`config.mk`:
```
export PLATFORM = sky130hd
export DESIGN_NAME = hgp_step
export DESIGN_NICKNAME = d
export VERILOG_FILES = /design/src/assert_macros.svh /design/src/hgp_pkg.sv /design/src/hgp_step.sv
export SDC_FILE = /design/constraint.sdc
export NUM_CORES = 1
export LEC_CHECK = 0
export ABC_AREA = 1
export BUFFER_PORTS_ARGS = -buffer_cell sky130_fd_sc_hd__buf_4
export CORE_ASPECT_RATIO = 1.25
export CORE_MARGIN = 5
export CORE_UTILIZATION = 40
export DETAILED_ROUTE_END_ITERATION = 7
export SETUP_SLACK_MARGIN = 0.3
export SYNTH_ARGS = -nofsm -noshare
export SYNTH_HDL_FRONTEND = slang
export SYNTH_SLANG_ARGS = --single-unit
```
`constraint.sdc`:
```
create_clock -name vclk -period 2.85
set_clock_uncertainty 0.2 [all_clocks]
set_input_delay 0.285 -clock vclk [all_inputs]
set_output_delay 0.285 -clock vclk [all_outputs]
set_load 0.02 [all_outputs]
```
`src/assert_macros.svh`:
```
// Assertion helpers shared by the parser RTL.
`ifndef ASSERT_MACROS_SVH
`define ASSERT_MACROS_SVH

// Checked property, masked while reset is high.
`define HGP_ASSERT(lbl, clk, rst, prop, msg) \
   lbl: assert property (@(posedge clk) disable iff (rst) (prop)) \
      else $error(msg);

// Checked property, also checked during reset.
`define HGP_ASSERT_ALWAYS(lbl, clk, prop, msg) \
   lbl: assert property (@(posedge clk) (prop)) \
      else $error(msg);

`endif

```
`src/hgp_pkg.sv`:
```
// ----------------------------------------------------------------------------
// hgp_pkg
// Types, constants and helpers for the HTTP GET request parser.
// ----------------------------------------------------------------------------
`default_nettype none

package hgp_pkg;

   localparam int LEN_BITS  = 12;
   localparam int LIMIT_W   = 12;
   localparam int CSR_IDX_W = 4;
   localparam int CMP_W     = (LEN_BITS > LIMIT_W) ? LEN_BITS : LIMIT_W;

   localparam logic [LEN_BITS-1:0] POS_MAX = {LEN_BITS{1'b1}};
   localparam logic [LIMIT_W-1:0]  LIMIT_RESET = LIMIT_W'(255);

   // register indexes
   localparam logic [CSR_IDX_W-1:0] CSR_PATH_LIMIT  = CSR_IDX_W'(0);
   localparam logic [CSR_IDX_W-1:0] CSR_FIELD_LIMIT = CSR_IDX_W'(1);

   // character constants
   localparam logic [7:0] CH_CR    = 8'h0D;
   localparam logic [7:0] CH_LF    = 8'h0A;
   localparam logic [7:0] CH_SP    = 8'h20;
   localparam logic [7:0] CH_COLON = 8'h3A;
   localparam logic [7:0] CH_ZERO  = 8'h30;
   localparam logic [7:0] CH_NINE  = 8'h39;

   localparam logic [7:0] METHOD_TEXT  [4] = '{8'h47, 8'h45, 8'h54, 8'h20};
   localparam logic [7:0] VERSION_TEXT [7] =
      '{8'h48, 8'h54, 8'h54, 8'h50, 8'h2F, 8'h31, 8'h2E};

   localparam int METHOD_LAST  = 3;
   localparam int VER_TEXT_LEN = 7;
   localparam int VER_CR_POS   = 8;

   typedef enum logic [2:0] {
      PH_METHOD   = 3'd0,
      PH_PATH     = 3'd1,
      PH_VERSION  = 3'd2,
      PH_NAME     = 3'd3,
      PH_COLON_SP = 3'd4,
      PH_VALUE    = 3'd5
   } phase_type;

   typedef enum logic [1:0] {
      ST_RUN  = 2'd0,
      ST_DONE = 2'd1,
      ST_ERR  = 2'd2
   } status_type;

   typedef enum logic [1:0] {
      KIND_NONE  = 2'd0,
      KIND_PATH  = 2'd1,
      KIND_NAME  = 2'd2,
      KIND_VALUE = 2'd3
   } kind_type;

   typedef enum logic [1:0] {
      EV_NONE = 2'd0,
      EV_BYTE = 2'd1,
      EV_END  = 2'd2
   } event_type;

   typedef struct packed {
      phase_type             phase;
      logic [LEN_BITS-1:0]   position;
      logic                  cr_pending;
      status_type            status;
      logic [7:0]            header_count;
      logic [3:0]            version_digit;
   } state_type;

   localparam state_type STATE_RESET = '{
      phase:         PH_METHOD,
      position:      '0,
      cr_pending:    1'b0,
      status:        ST_RUN,
      header_count:  8'd0,
      version_digit: 4'd0
   };

   typedef struct packed {
      kind_type   token_kind;
      event_type  token_event;
      logic [7:0] data_byte;
      logic [7:0] header_index;
      logic [3:0] minor_version;
      status_type status;
   } result_type;

   typedef struct packed {
      logic [LIMIT_W-1:0] path_limit;
      logic [LIMIT_W-1:0] field_limit;
   } limits_type;

   // clamp a limit to what the position counter can hold
   function automatic logic [LEN_BITS-1:0] eff_limit(input logic [LIMIT_W-1:0] lim);
      logic [CMP_W-1:0] lim_ext;
      logic [CMP_W-1:0] max_ext;
      lim_ext = CMP_W'(lim);
      max_ext = CMP_W'(POS_MAX);
      return (lim_ext > max_ext) ? LEN_BITS'(max_ext) : LEN_BITS'(lim_ext);
   endfunction

endpackage

`default_nettype wire

```
`src/hgp_step.sv`:
```
// ----------------------------------------------------------------------------
// hgp_step
// Next-state and result logic for one request word.
// ----------------------------------------------------------------------------
`default_nettype none

module hgp_step import hgp_pkg::*; (
   input  wire state_type  cur,
   input  wire limits_type limits,
   input  wire logic   action,
   input  wire logic [7:0] byte_in,
   output state_type   nxt,
   output result_type  res
);

   logic [LEN_BITS-1:0] path_lim;
   logic [LEN_BITS-1:0] field_lim;
   logic [LEN_BITS-1:0] pos_inc;
   kind_type            kind;
   event_type           ev;
   logic [7:0]          data;
   logic [7:0]          hidx;
   logic [7:0]          digit;

   assign path_lim  = eff_limit(limits.path_limit);
   assign field_lim = eff_limit(limits.field_limit);
   assign pos_inc   = cur.position + LEN_BITS'(1);
   assign digit     = byte_in - CH_ZERO;

   always_comb begin
      nxt  = cur;
      kind = KIND_NONE;
      ev   = EV_NONE;
      data = 8'd0;
      hidx = cur.header_count;

      if (action) begin
         nxt  = STATE_RESET;
         hidx = 8'd0;
      end else if (cur.status == ST_RUN) begin
         unique case (cur.phase)
            PH_METHOD: begin
               if (cur.position > LEN_BITS'(METHOD_LAST) ||
                   byte_in != METHOD_TEXT[cur.position[1:0]]) begin
                  nxt.status = ST_ERR;
               end else if (cur.position == LEN_BITS'(METHOD_LAST)) begin
                  nxt.phase    = PH_PATH;
                  nxt.position = '0;
               end else begin
                  nxt.position = pos_inc;
               end
            end
            PH_PATH: begin
               if (byte_in == CH_SP) begin
                  kind         = KIND_PATH;
                  ev           = EV_END;
                  nxt.phase    = PH_VERSION;
                  nxt.position = '0;
               end else if (cur.position >= path_lim) begin
                  nxt.status = ST_ERR;
               end else begin
                  nxt.position = pos_inc;
                  kind         = KIND_PATH;
                  ev           = EV_BYTE;
                  data         = byte_in;
               end
            end
            PH_VERSION: begin
               if (cur.position < LEN_BITS'(VER_TEXT_LEN)) begin
                  if (byte_in != VERSION_TEXT[cur.position[2:0]]) nxt.status = ST_ERR;
                  else nxt.position = pos_inc;
               end else if (cur.position == LEN_BITS'(VER_TEXT_LEN)) begin
                  if (byte_in < CH_ZERO || byte_in > CH_NINE) begin
                     nxt.status = ST_ERR;
                  end else begin
                     nxt.version_digit = digit[3:0];
                     nxt.position      = pos_inc;
                  end
               end else if (cur.position == LEN_BITS'(VER_CR_POS)) begin
                  if (byte_in != CH_CR) nxt.status = ST_ERR;
                  else nxt.position = pos_inc;
               end else begin
                  if (byte_in != CH_LF) begin
                     nxt.status = ST_ERR;
                  end else begin
                     nxt.phase    = PH_NAME;
                     nxt.position = '0;
                  end
               end
            end
            PH_NAME: begin
               if (cur.cr_pending) begin
                  nxt.cr_pending = 1'b0;
                  nxt.status     = (byte_in == CH_LF) ? ST_DONE : ST_ERR;
               end else if (cur.position == '0 && byte_in == CH_CR) begin
                  nxt.cr_pending = 1'b1;
               end else if (byte_in == CH_COLON) begin
                  kind         = KIND_NAME;
                  ev           = EV_END;
                  nxt.phase    = PH_COLON_SP;
                  nxt.position = '0;
               end else if (cur.position >= field_lim) begin
                  nxt.status = ST_ERR;
               end else begin
                  nxt.position = pos_inc;
                  kind         = KIND_NAME;
                  ev           = EV_BYTE;
                  data         = byte_in;
               end
            end
            PH_COLON_SP: begin
               if (byte_in != CH_SP) begin
                  nxt.status = ST_ERR;
               end else begin
                  nxt.phase    = PH_VALUE;
                  nxt.position = '0;
               end
            end
            PH_VALUE: begin
               if (cur.cr_pending) begin
                  nxt.cr_pending = 1'b0;
                  if (byte_in != CH_LF) begin
                     nxt.status = ST_ERR;
                  end else begin
                     kind = KIND_VALUE;
                     ev   = EV_END;
                     if (cur.header_count != 8'hFF) begin
                        nxt.header_count = cur.header_count + 8'd1;
                     end
                     nxt.phase    = PH_NAME;
                     nxt.position = '0;
                  end
               end else if (byte_in == CH_CR) begin
                  nxt.cr_pending = 1'b1;
               end else if (cur.position >= field_lim) begin
                  nxt.status = ST_ERR;
               end else begin
                  nxt.position = pos_inc;
                  kind         = KIND_VALUE;
                  ev           = EV_BYTE;
                  data         = byte_in;
               end
            end
            default: nxt.status = ST_ERR;
         endcase
      end

      // a finished or failed request shows no token activity
      if (nxt.status != ST_RUN) begin
         kind = KIND_NONE;
         ev   = EV_NONE;
         data = 8'd0;
      end

      res.token_kind    = kind;
      res.token_event   = ev;
      res.data_byte     = data;
      res.header_index  = hidx;
      res.minor_version = nxt.version_digit;
      res.status        = nxt.status;
   end

endmodule

`default_nettype wire

```
# Yosys cells after proc, flatten, opt, wreduce, memory -nomap -nowiden
# Memory sizes are Yosys's and may differ from the RTL's.
# Cells that the tools add are included.
# totals
mem_count	1
inputBits	63
word_cells	144
output_inout_bits	56
ff_bits	0
romBits	64
# mem_list
name	words	width	read_ports	rd_ports_with_merged_regs	wr	line	rtl
(no name shown)	8	8	1	0	0	hgp_step.sv:70	if (byte_in != VERSION_TEXT[cur.position[2:0]]) nxt.status = ST_ERR;
# classes
addsub	3
reduce_logical	7
muxes	103
n_eq_ne	18
bitwise	2
order_cmp	10
# ops
operator	count
$mux W12	14
$mux W8	20
$mux W15	6
$pmux W15 S6	1
$mux W2	37
$mux W30	2
$ge A12 B12 Y1	2
$gt A12 B12 Y1 const B	2
$mux W3	8
$pmux W8 S3	1
$bmux W8 S2	1
$eq A8 B4 Y1 const B	2
$eq A8 B6 Y1 const B	2
$mux W4	4
$ne A8 B4 Y1 const B	2
$ne A8 B8 Y1	2
$add A12 B1 Y12 const B	1
$eq A12 B2 Y1 const B	1
$eq A12 B3 Y1 const B	1
$eq A12 B4 Y1 const B	1
$gt A12 B2 Y1 const B	1
$logic_not A12 Y1	1
$lt A12 B3 Y1 const B	1
$pmux W2 S3	2
other kinds (21)	28

# Longest topological paths before layout
# Gate-level depths: netlist of run 1.
# depth
ltp_word	12
depth_mapped	19
ltp_nobuf	18

# Worst setup path after synthesis of run 1
# Ideal clock, no wire load.
# synth_path
kind	input port to output port
from	input port cur[21] in the netlist's numbering
to	output port res[2] in the netlist's numbering
setup_slack_ns	0.162
arrival_time_ns	2.203
t_required_ns	2.365
path_buffers	2
path_stages	9
cell_sequence	buf_4 -> nor2_2 -> nand3_2 -> nor2_8 -> nand3_1 -> nor3_2 -> nor2_1 -> a211oi_1 -> buf_4
# synth_lines
item	line	rtl
from (decl)	hgp_step.sv:8	input wire state_type cur,
to (decl)	hgp_step.sv:13	output result_type res

==> results of run 1 <==
worst max-delay path by stage:
stage / start / end / depth (start not counted)
6_report: cur[25] / nxt[17] / 17
4_1_cts: limits[9] / res[16] / 15
3_5_place_dp: cur[26] / nxt[26] / 13
5_1_grt: cur[21] / res[19] / 18
2_1_floorplan: cur[21] / res[2] / 9
3_3_place_gp: cur[26] / nxt[22] / 13
final cells by class:
class / count / area share
Tap cell: 126 / 0.0252
Inverter: 122 / 0.0795
Multi-Input combinational cell: 609 / 0.629
Timing Repair Buffer: 194 / 0.267
what timing repair did:
item | in CTS | in global routing
pin swaps | 53 | 38
setup buffers | 18 | 12
gates cloned | 2 | 0
endpoints found under the setup margin | 35 | 40
gates resized for setup | 127 | 90
cell usage in the layout (no fill, tap or decap), types with 9 or more instances in the layout:
master,netlist,final
a21oi_1,46,44
nor3_1,14,12
nand3_1,54,46
inv_1,107,85
o211ai_1,11,11
nand2_4,6,17
o21ai_0,51,39
ha_1,29,10
nand2_2,4,20
nor2_1,99,71
nor2_2,8,20
nand4_1,18,18
xor2_1,10,10
ha_4,0,18
nand2_1,207,179
buf_4,9,156
nor2_4,4,20
o21ai_1,4,9
inv_4,2,10
buf_6,3,29
inv_2,10,21
layer usage:
layer / track usage / routed length (um)
met5: 0 / 0
met4: 0.0762 / 557
met3: 0.0401 / 1300
met2: 0.510 / 8780
met1: 0.353 / 7030
cells by family after synthesis:
group | Yosys count
and+or+nand+nor | 430
adders and majority gates | 29
xor gates and xnor gates | 12
buffers and inverters | 148
AOI/OAI and AO/OA | 137
report_power, final:
group | total (mW) | leakage (nW) | switching, mW | internal [mW]
Sequential | 0 | 0 | 0 | 0
Combinational | 0.982 | 3.09 | 0.567 | 0.415
Clock | 0 | 0 | 0 | 0
stage by stage:
stage	hold WS [ns]	area, um2
6_report	0.708	6270
3_3_place_gp	0.682	5100
3_5_place_dp	0.703	5100
5_1_grt	0.720	6270
4_1_cts	0.705	5800
2_1_floorplan	0.485	3880
==> results_dict.tcl, run 1 <==
set metrics [dict create \
    pre_cts_ws_ns -0.0145 \
    synth-simple-area-share 0.511 \
    grt_pass1_wl_mm 27.7 \
    layout.cells.non_filler 1051 \
    critPathTopFamily "buffers and inverters" \
    multi_input_area_um2 3940 \
    p_per_area_nw_per_um2 157 \
    cp_common_cell "nor2_1" \
    viasPerCell 5.53 \
    arrival_ns 2.25 \
    core_um2 9510 \
    detail_route.wl_per_cell_um 16.8 \
    synthMuxAreaShare 0 \
    max_clock_freq_mhz 365 \
    slowest_delay_ns 0.27 \
    grt_max_degree 29 \
    fp.dieW_um 97.7 \
    dieArea_um2 11700 \
    drive_gt1_frac 0.400 \
    synth_area_leaders "nand2_1 20%, inv_1 10%, nor2_1 9.7%" \
    worst_slew_pin_slew_ns 0.597 \
    maxCapViolations 0 \
    cp.required_ns 2.37 \
    antenna_found_initial 0 \
    clkbuf_count 0 \
    dp.cells 1019 \
    yosys.area_share.adder 0.0944 \
    grt_pass1_vias 5466 \
    grt_usage 0.284 \
    crit_chain "buf_12 -> ha_4 -> nand2_4 -> inv_4 -> nand2_4 -> nor2_4 -> nand2_2 -> nand4_4 -> buf_12 -> clkinvlp_4 -> buf_4 -> a21oi_2 -> nor2_1 -> nand3_1 -> nor2_1 -> nor2_1 -> buf_4" \
    synth_compound_area_frac 0.204 \
    syn_area_um2 3840 \
    critPathMaxFanout 6 \
    cts_hold_buffers 0 \
    drt_iter0_drc 642 \
    whs_endpoint "nxt[4]" \
    irDropWorstVdd_mv 0.0925 \
    layout.area.seq_um2 0 \
    syn2layout_area_growth_pct 63.0 \
    initial_utilization 0.404 \
    period_needed_ns 2.74 \
    path_class "input port to output port" \
    rsz0062_at_grt "yes" \
    grt-ovfl-total 0 \
    num-nets-final 1019 \
    worst-path-buf-inv 6 \
    port_buffers 119 \
    synthTopCellsByCount "207 x nand2_1, 107 x inv_1, 99 x nor2_1" \
    synth.distinct_cells 44 \
    synth_xor_area_frac 0.0273 \
    hp-class "input port to output port" \
    critPathLaunchType "input port" \
    crit_slowest_cell "ha_4" \
    syn_inst 756 \
    yosysWarnings 0 \
    die_y_um 120 \
    setup_ws_ns 0.114 \
    place_congestion 0.968 \
    hpwl_mm 13.0 \
    yosys.area.top_type "nand2_1" \
    num_rows 40 \
    synth_top_area_share 0.202 \
    synthMostInstantiatedCell "nand2_1" \
    max_slew_margin 0.602 \
    antenna_cells 0 \
    period_share 0.960 \
    synth_top_family_by_area "simple AND/OR/NAND/NOR gates" \
    hold_viol_final 0 \
    vias 5808 \
    endpoint_kind "output port" \
    ioPinCount 119 \
    synth_area_per_cell_um2 5.08 \
    syn_nets 848 \
    status "complete, no violations" \
    maxSlewViolCount 0 \
    whs_path_depth 3 \
    finalSetupViolCount 0 \
    ant_nets 0 \
    wl_mm 17.7 \
    fin_total_pwr_uw 982 \
    drc 0 \
    worstHoldStart "cur[4]" \
    seq_cells 0 \
    n_fill_cell 920 \
    tns_ns 0 \
    power.static_leakage_nw 3.09 \
    first_pass_iters 5 \
    seq_area_frac_synth 0 \
    final_util 0.659 \
]
Note: power is estimated with default switching activity, not from simulation.
==> inputs of run 2 (changes only) <==
- RECOVER_POWER: unset -> 100
==> run 2 against run 1 <==
Compared with the run above:
- setup slack lost 0.0094 ns
- global-route usage is the same
- largest power group unchanged
- cell count is the same
- first-iteration DRC count shrank 1.2%
==> results_dict.tcl, run 2 (synthesized netlist as in run 1, its figures left out) <==
set metrics [dict create \
    status "complete, no violations" \
    drive_gt1_frac 0.382 \
    worstHoldStart "cur[4]" \
    arrival_ns 2.26 \
    cp.required_ns 2.37 \
    die_y_um 120 \
    use_met1 0.353 \
    power.static_leakage_nw 3.04 \
    viasPerCell 5.54 \
    grt-ovfl-total 0 \
    hp-class "input port to output port" \
    antenna_cells 0 \
    period_needed_ns 2.75 \
    num_rows 40 \
    path_class "input port to output port" \
    first_pass_iters 5 \
    maxSlewViolCount 0 \
    fp.dieW_um 97.7 \
    drc 0 \
    grt_pass1_vias 5466 \
    num-nets-final 1019 \
    initial_utilization 0.404 \
    grt_pass1_wl_mm 27.7 \
    max_slew_margin 0.612 \
    place_congestion 0.968 \
    p_per_area_nw_per_um2 157 \
    seq_cells 0 \
    hpwl_mm 13.0 \
    dp.cells 1019 \
    grt_max_degree 29 \
    maxCapViolations 0 \
    port_buffers 119 \
    dieArea_um2 11700 \
    endpoint_kind "output port" \
    irDropWorstVdd_mv 0.0919 \
    whs_path_depth 3 \
    core_um2 9510 \
    busiest_layer "met2" \
    syn2layout_area_growth_pct 61.0 \
    layout.cells.non_filler 1051 \
    hold_viol_final 0 \
    max_clock_freq_mhz 364 \
    finalSetupViolCount 0 \
    most-common-layout-cells "179 x nand2_1, 141 x buf_4, 87 x inv_1" \
    rsz0062_at_grt "yes" \
    whs_ns 0.713 \
    worst_slew_pin_slew_ns 0.581 \
    layout.area.seq_um2 0 \
    ioPinCount 119 \
    critPathLaunchType "input port" \
    detail_route.wl_per_cell_um 16.8 \
    grt_usage 0.284 \
    wl_mm 17.7 \
    met2_usage 0.510 \
    antenna_found_initial 0 \
    whs_endpoint "nxt[4]" \
    met3_usage 0.0401 \
    ant_nets 0 \
    drt_iter0_drc 634 \
    vias 5820 \
    clkbuf_count 0 \
    period_share 0.963 \
    final_common_cell "nand2_1" \
    critPathMaxFanout 6 \
]
run 2: final cells by class:
cell class                      count  area [um2]
Timing Repair Buffer              194        1610
Fill cell                         940        3320
Multi-Input combinational cell    609        3920
Tap cell                          126         158
Inverter                          122         498
run 2: repair_timing:
action	4_1_cts	5_1_grt
resized for setup	127	90
buffers inserted	18	12
pin swaps	53	38
endpoints found under the setup margin	35	40
gates cloned	2	0
hold buffers	0	0
run 2: critical path: stages:
cell and delay (ns):
buf_12 0.12, ha_4 0.27, nand2_4 0.07, inv_4 0.08, nand2_4 0.06, nor2_4 0.12, nand2_2 0.09, nand4_4 0.16
buf_12 0.15, clkinvlp_4 0.14, buf_4 0.17, a21oi_2 0.11, nor2_1 0.06, nand3_1 0.08, nor2_1 0.04, nor2_1 0.11
buf_4 0.16
run 2: report_power, final:
part | leakage (nW) | total (mW) | internal (mW) | switching (mW)
combinational | 3.04 | 0.972 | 0.406 | 0.565
sequential | 0 | 0 | 0 | 0
clock | 0 | 0 | 0 | 0
run 2: per-layer routing:
layer  up-vias  share of wire
li1       2822              -
met3        45          0.078
met2       303           0.49
met5         -              0
met1      2650           0.40
met4         0          0.032
run 2: worst max-delay path by stage:
stage	endpoint	slack, ns	startpoint	cells past startpoint
finish	nxt[17]	0.10	cur[25]	17
global route	res[19]	-0.004	cur[21]	18
detailed placement	nxt[26]	-0.01	cur[26]	13
CTS	res[16]	0.18	limits[9]	15
floorplan	res[2]	0.16	cur[21]	9
global placement	nxt[22]	0.01	cur[26]	13
run 2: stage by stage:
stage | setup slack [ns] | TNS (ns) | instance area, um2 | power, mW | utilization
after floorplan | 0.162 | 0 | 3880 | 0.444 | -
after CTS | 0.185 | 0 | 5800 | 0.885 | 0.610
after detailed placement | -0.0145 | -0.0145 | 5100 | 0.745 | 0.536
after global routing | -0.00424 | -0.00424 | 6190 | 1.05 | 0.651
final | 0.105 | 0 | 6190 | 0.972 | 0.651
after global placement | 0.0111 | 0 | 5100 | 0.740 | 0.536
==> inputs of run 3 (changes only) <==
- ABC_AREA: 1 -> unset
- PLACE_DENSITY: unset -> 0.67
==> run 3 against run 2 <==
Compared with the run above:
- the run now ends with setup timing left
- sequential share of layout area stayed put
- non-clock buffer count increased by 80
- total power fell by 4.1%
- first-iteration DRC count down 14%
- global-route usage up 4.5 points
- synthesized area decreased by 17%
- via count down 8.5%
- wire length shrank 0.41%
- setup slack worse by 0.38 ns
- combinational power shrank 4.1%
- cell area rose by 2.6%
- critical path type unchanged
- critical endpoint unchanged
==> results_dict.tcl, run 3 <==
set metrics [dict create \
    status "complete, but fails checks" \
    hpwl_mm 13.0 \
    finalSetupViolCount 24 \
    wl_met1_mm 6.20 \
    n_fill_cell 513 \
    synthMostInstantiatedCell "nand2_1" \
    synth_area_leaders "ha_1 11%, nand2_1 7.3%, nor2_1 6.7%" \
    p_per_area_nw_per_um2 147 \
    num_rows 36 \
    yosys.area.top_type "ha_1" \
    irDropWorstVdd_mv 0.114 \
    hold_viol_final 0 \
    antenna_found_initial 0 \
    critPathLaunchType "input port" \
    drt_iter0_drc 544 \
    initial_utilization 0.409 \
    arrival_ns 2.64 \
    yosysWarnings 0 \
    detail_route.wl_per_cell_um 20.8 \
    seq_area_frac_synth 0 \
    syn_area_um2 3190 \
    max_slew_margin 0.566 \
    crit_chain "buf_8 -> clkinvlp_4 -> buf_6 -> ha_4 -> nor3b_4 -> o21ai_1 -> a222oi_1 -> buf_4 -> a21oi_2 -> o21ai_1 -> nand3_1 -> and4_4 -> a311oi_4 -> buf_6" \
    die_y_um 110 \
    syn2layout_area_growth_pct 99.0 \
    crit_slowest_cell "a222oi_1" \
    routed-wl-met2_mm 8.56 \
    num-nets-final 847 \
    fp.dieW_um 89.9 \
    synth_area_per_cell_um2 6.16 \
    cts_hold_buffers 0 \
    synth_top_area_share 0.114 \
    power.static_leakage_nw 2.80 \
    final_common_cell "buf_4" \
    syn_nets 610 \
    antenna_cells 0 \
    wl_mm 17.6 \
    synth.distinct_cells 67 \
    tns_ns -3.91 \
    ant_nets 0 \
    drc 0 \
    grt_pass1_wl_mm 27.0 \
    critPathMaxFanout 6 \
    rsz0062_at_grt "yes" \
    violations "setup timing" \
    clkbuf_count 0 \
    maxSlewViolCount 0 \
    endpoint_kind "output port" \
    port_buffers 119 \
    grt-ovfl-total 0 \
    dieArea_um2 9870 \
    wl_met3_mm 1.55 \
    path_class "input port to output port" \
    grt_pass1_vias 5279 \
    grt_max_degree 29 \
    hp-class "input port to output port" \
    maxCapViolations 0 \
    grt_usage 0.329 \
    worst_slew_pin_slew_ns 0.651 \
    synthTopCellsByCount "62 x nand2_1, 57 x nor2_1, 32 x a21oi_1" \
    first_pass_iters 6 \
    drive_gt1_frac 0.544 \
    viasPerCell 6.28 \
    slowest_delay_ns 0.34 \
    layout.area.seq_um2 0 \
    syn_inst 518 \
    place_congestion 1.06 \
    pre_cts_ws_ns -0.382 \
    seq_cells 0 \
    max_clock_freq_mhz 320 \
    setup_ws_ns -0.275 \
    ioPinCount 119 \
    topRoutingLayerUsed "met4" \
    period_share 1.10 \
    most-common-layout-cells "196 x buf_4, 55 x nand2_1, 53 x buf_6" \
    vias 5324 \
    cp.required_ns 2.37 \
    core_um2 7790 \
    period_needed_ns 3.12 \
]
run 3: cell count changes after synthesis, sizes merged, moves of 15 or more:
cell	delta
clkbuf	+16
nand2	-155
nand3	-32
inv	-88
a21oi	-16
and2	+15
nor2	-55
o21ai	-26
run 3: final cells by class:
class                      count  area (um2)  share of cell area
inverter                      31         145              0.0229
multi-input combinational    448        3770               0.594
tap                           95         119              0.0187
timing repair buffer         274        2310               0.364
run 3: path summary, 6_finish.rpt:
kind | cells past startpoint | from | slack, ns | to
hold / removal | 3 | cur[12] | 0.67 | res[1]
setup / recovery | 14 | cur[15] | -0.27 | nxt[17]
run 3: critical path: cells and delay by family:
kind	cells	cell delay (ns)
buffers and inverters	5	0.72
and+or+nand+nor	3	0.47
adders and majority gates	1	0.27
AOI/OAI and AO/OA	5	0.89
run 3: repair_timing:
action                     4_1_cts  5_1_grt
setup endpoints to repair       43       45
hold endpoints to repair         0        0
pin swaps                       58       25
gates resized for setup        147       46
cloned                           0        0
buffers inserted                21        4
run 3: kinds of logic after synthesis:
| logic type | count (synthesis) | synth area share |
|---|---|---|
| compound gates | 148 | 0.318 |
| xor+xnor | 13 | 0.0357 |
| fa+ha+maj | 29 | 0.114 |
| buf+inv | 70 | 0.0996 |
| mux | 9 | 0.0286 |
| simple gates | 249 | 0.404 |
run 3: report_power, final:
group / total [mW] / internal, mW / switching, mW / leakage (nW)
sequential: 0 / 0 / 0 / 0
clock: 0 / 0 / 0 / 0
combinational: 0.932 / 0.443 / 0.489 / 2.80
total: 0.932 / 0.443 / 0.489 / 2.80
run 3: layer usage:
metal / global-route usage / vias to the layer above
met1: 0.369 / 2456
met4: 0.179 / 0
met2: 0.604 / 380
met3: 0.0438 / 107
met5: 0 / -
li1: - / 2381
run 3: through the flow:
stage,std cells,power [mW],hold slack [ns],instance area [um2],util
after floorplan,518,0.403,0.432,3630,-
after global placement,823,0.736,0.687,5390,0.692
after detailed placement,823,0.750,0.700,5390,0.692
after CTS,844,0.867,0.679,6180,0.794
after global routing,848,0.987,0.688,6350,0.815
final,848,0.932,0.674,6350,0.815
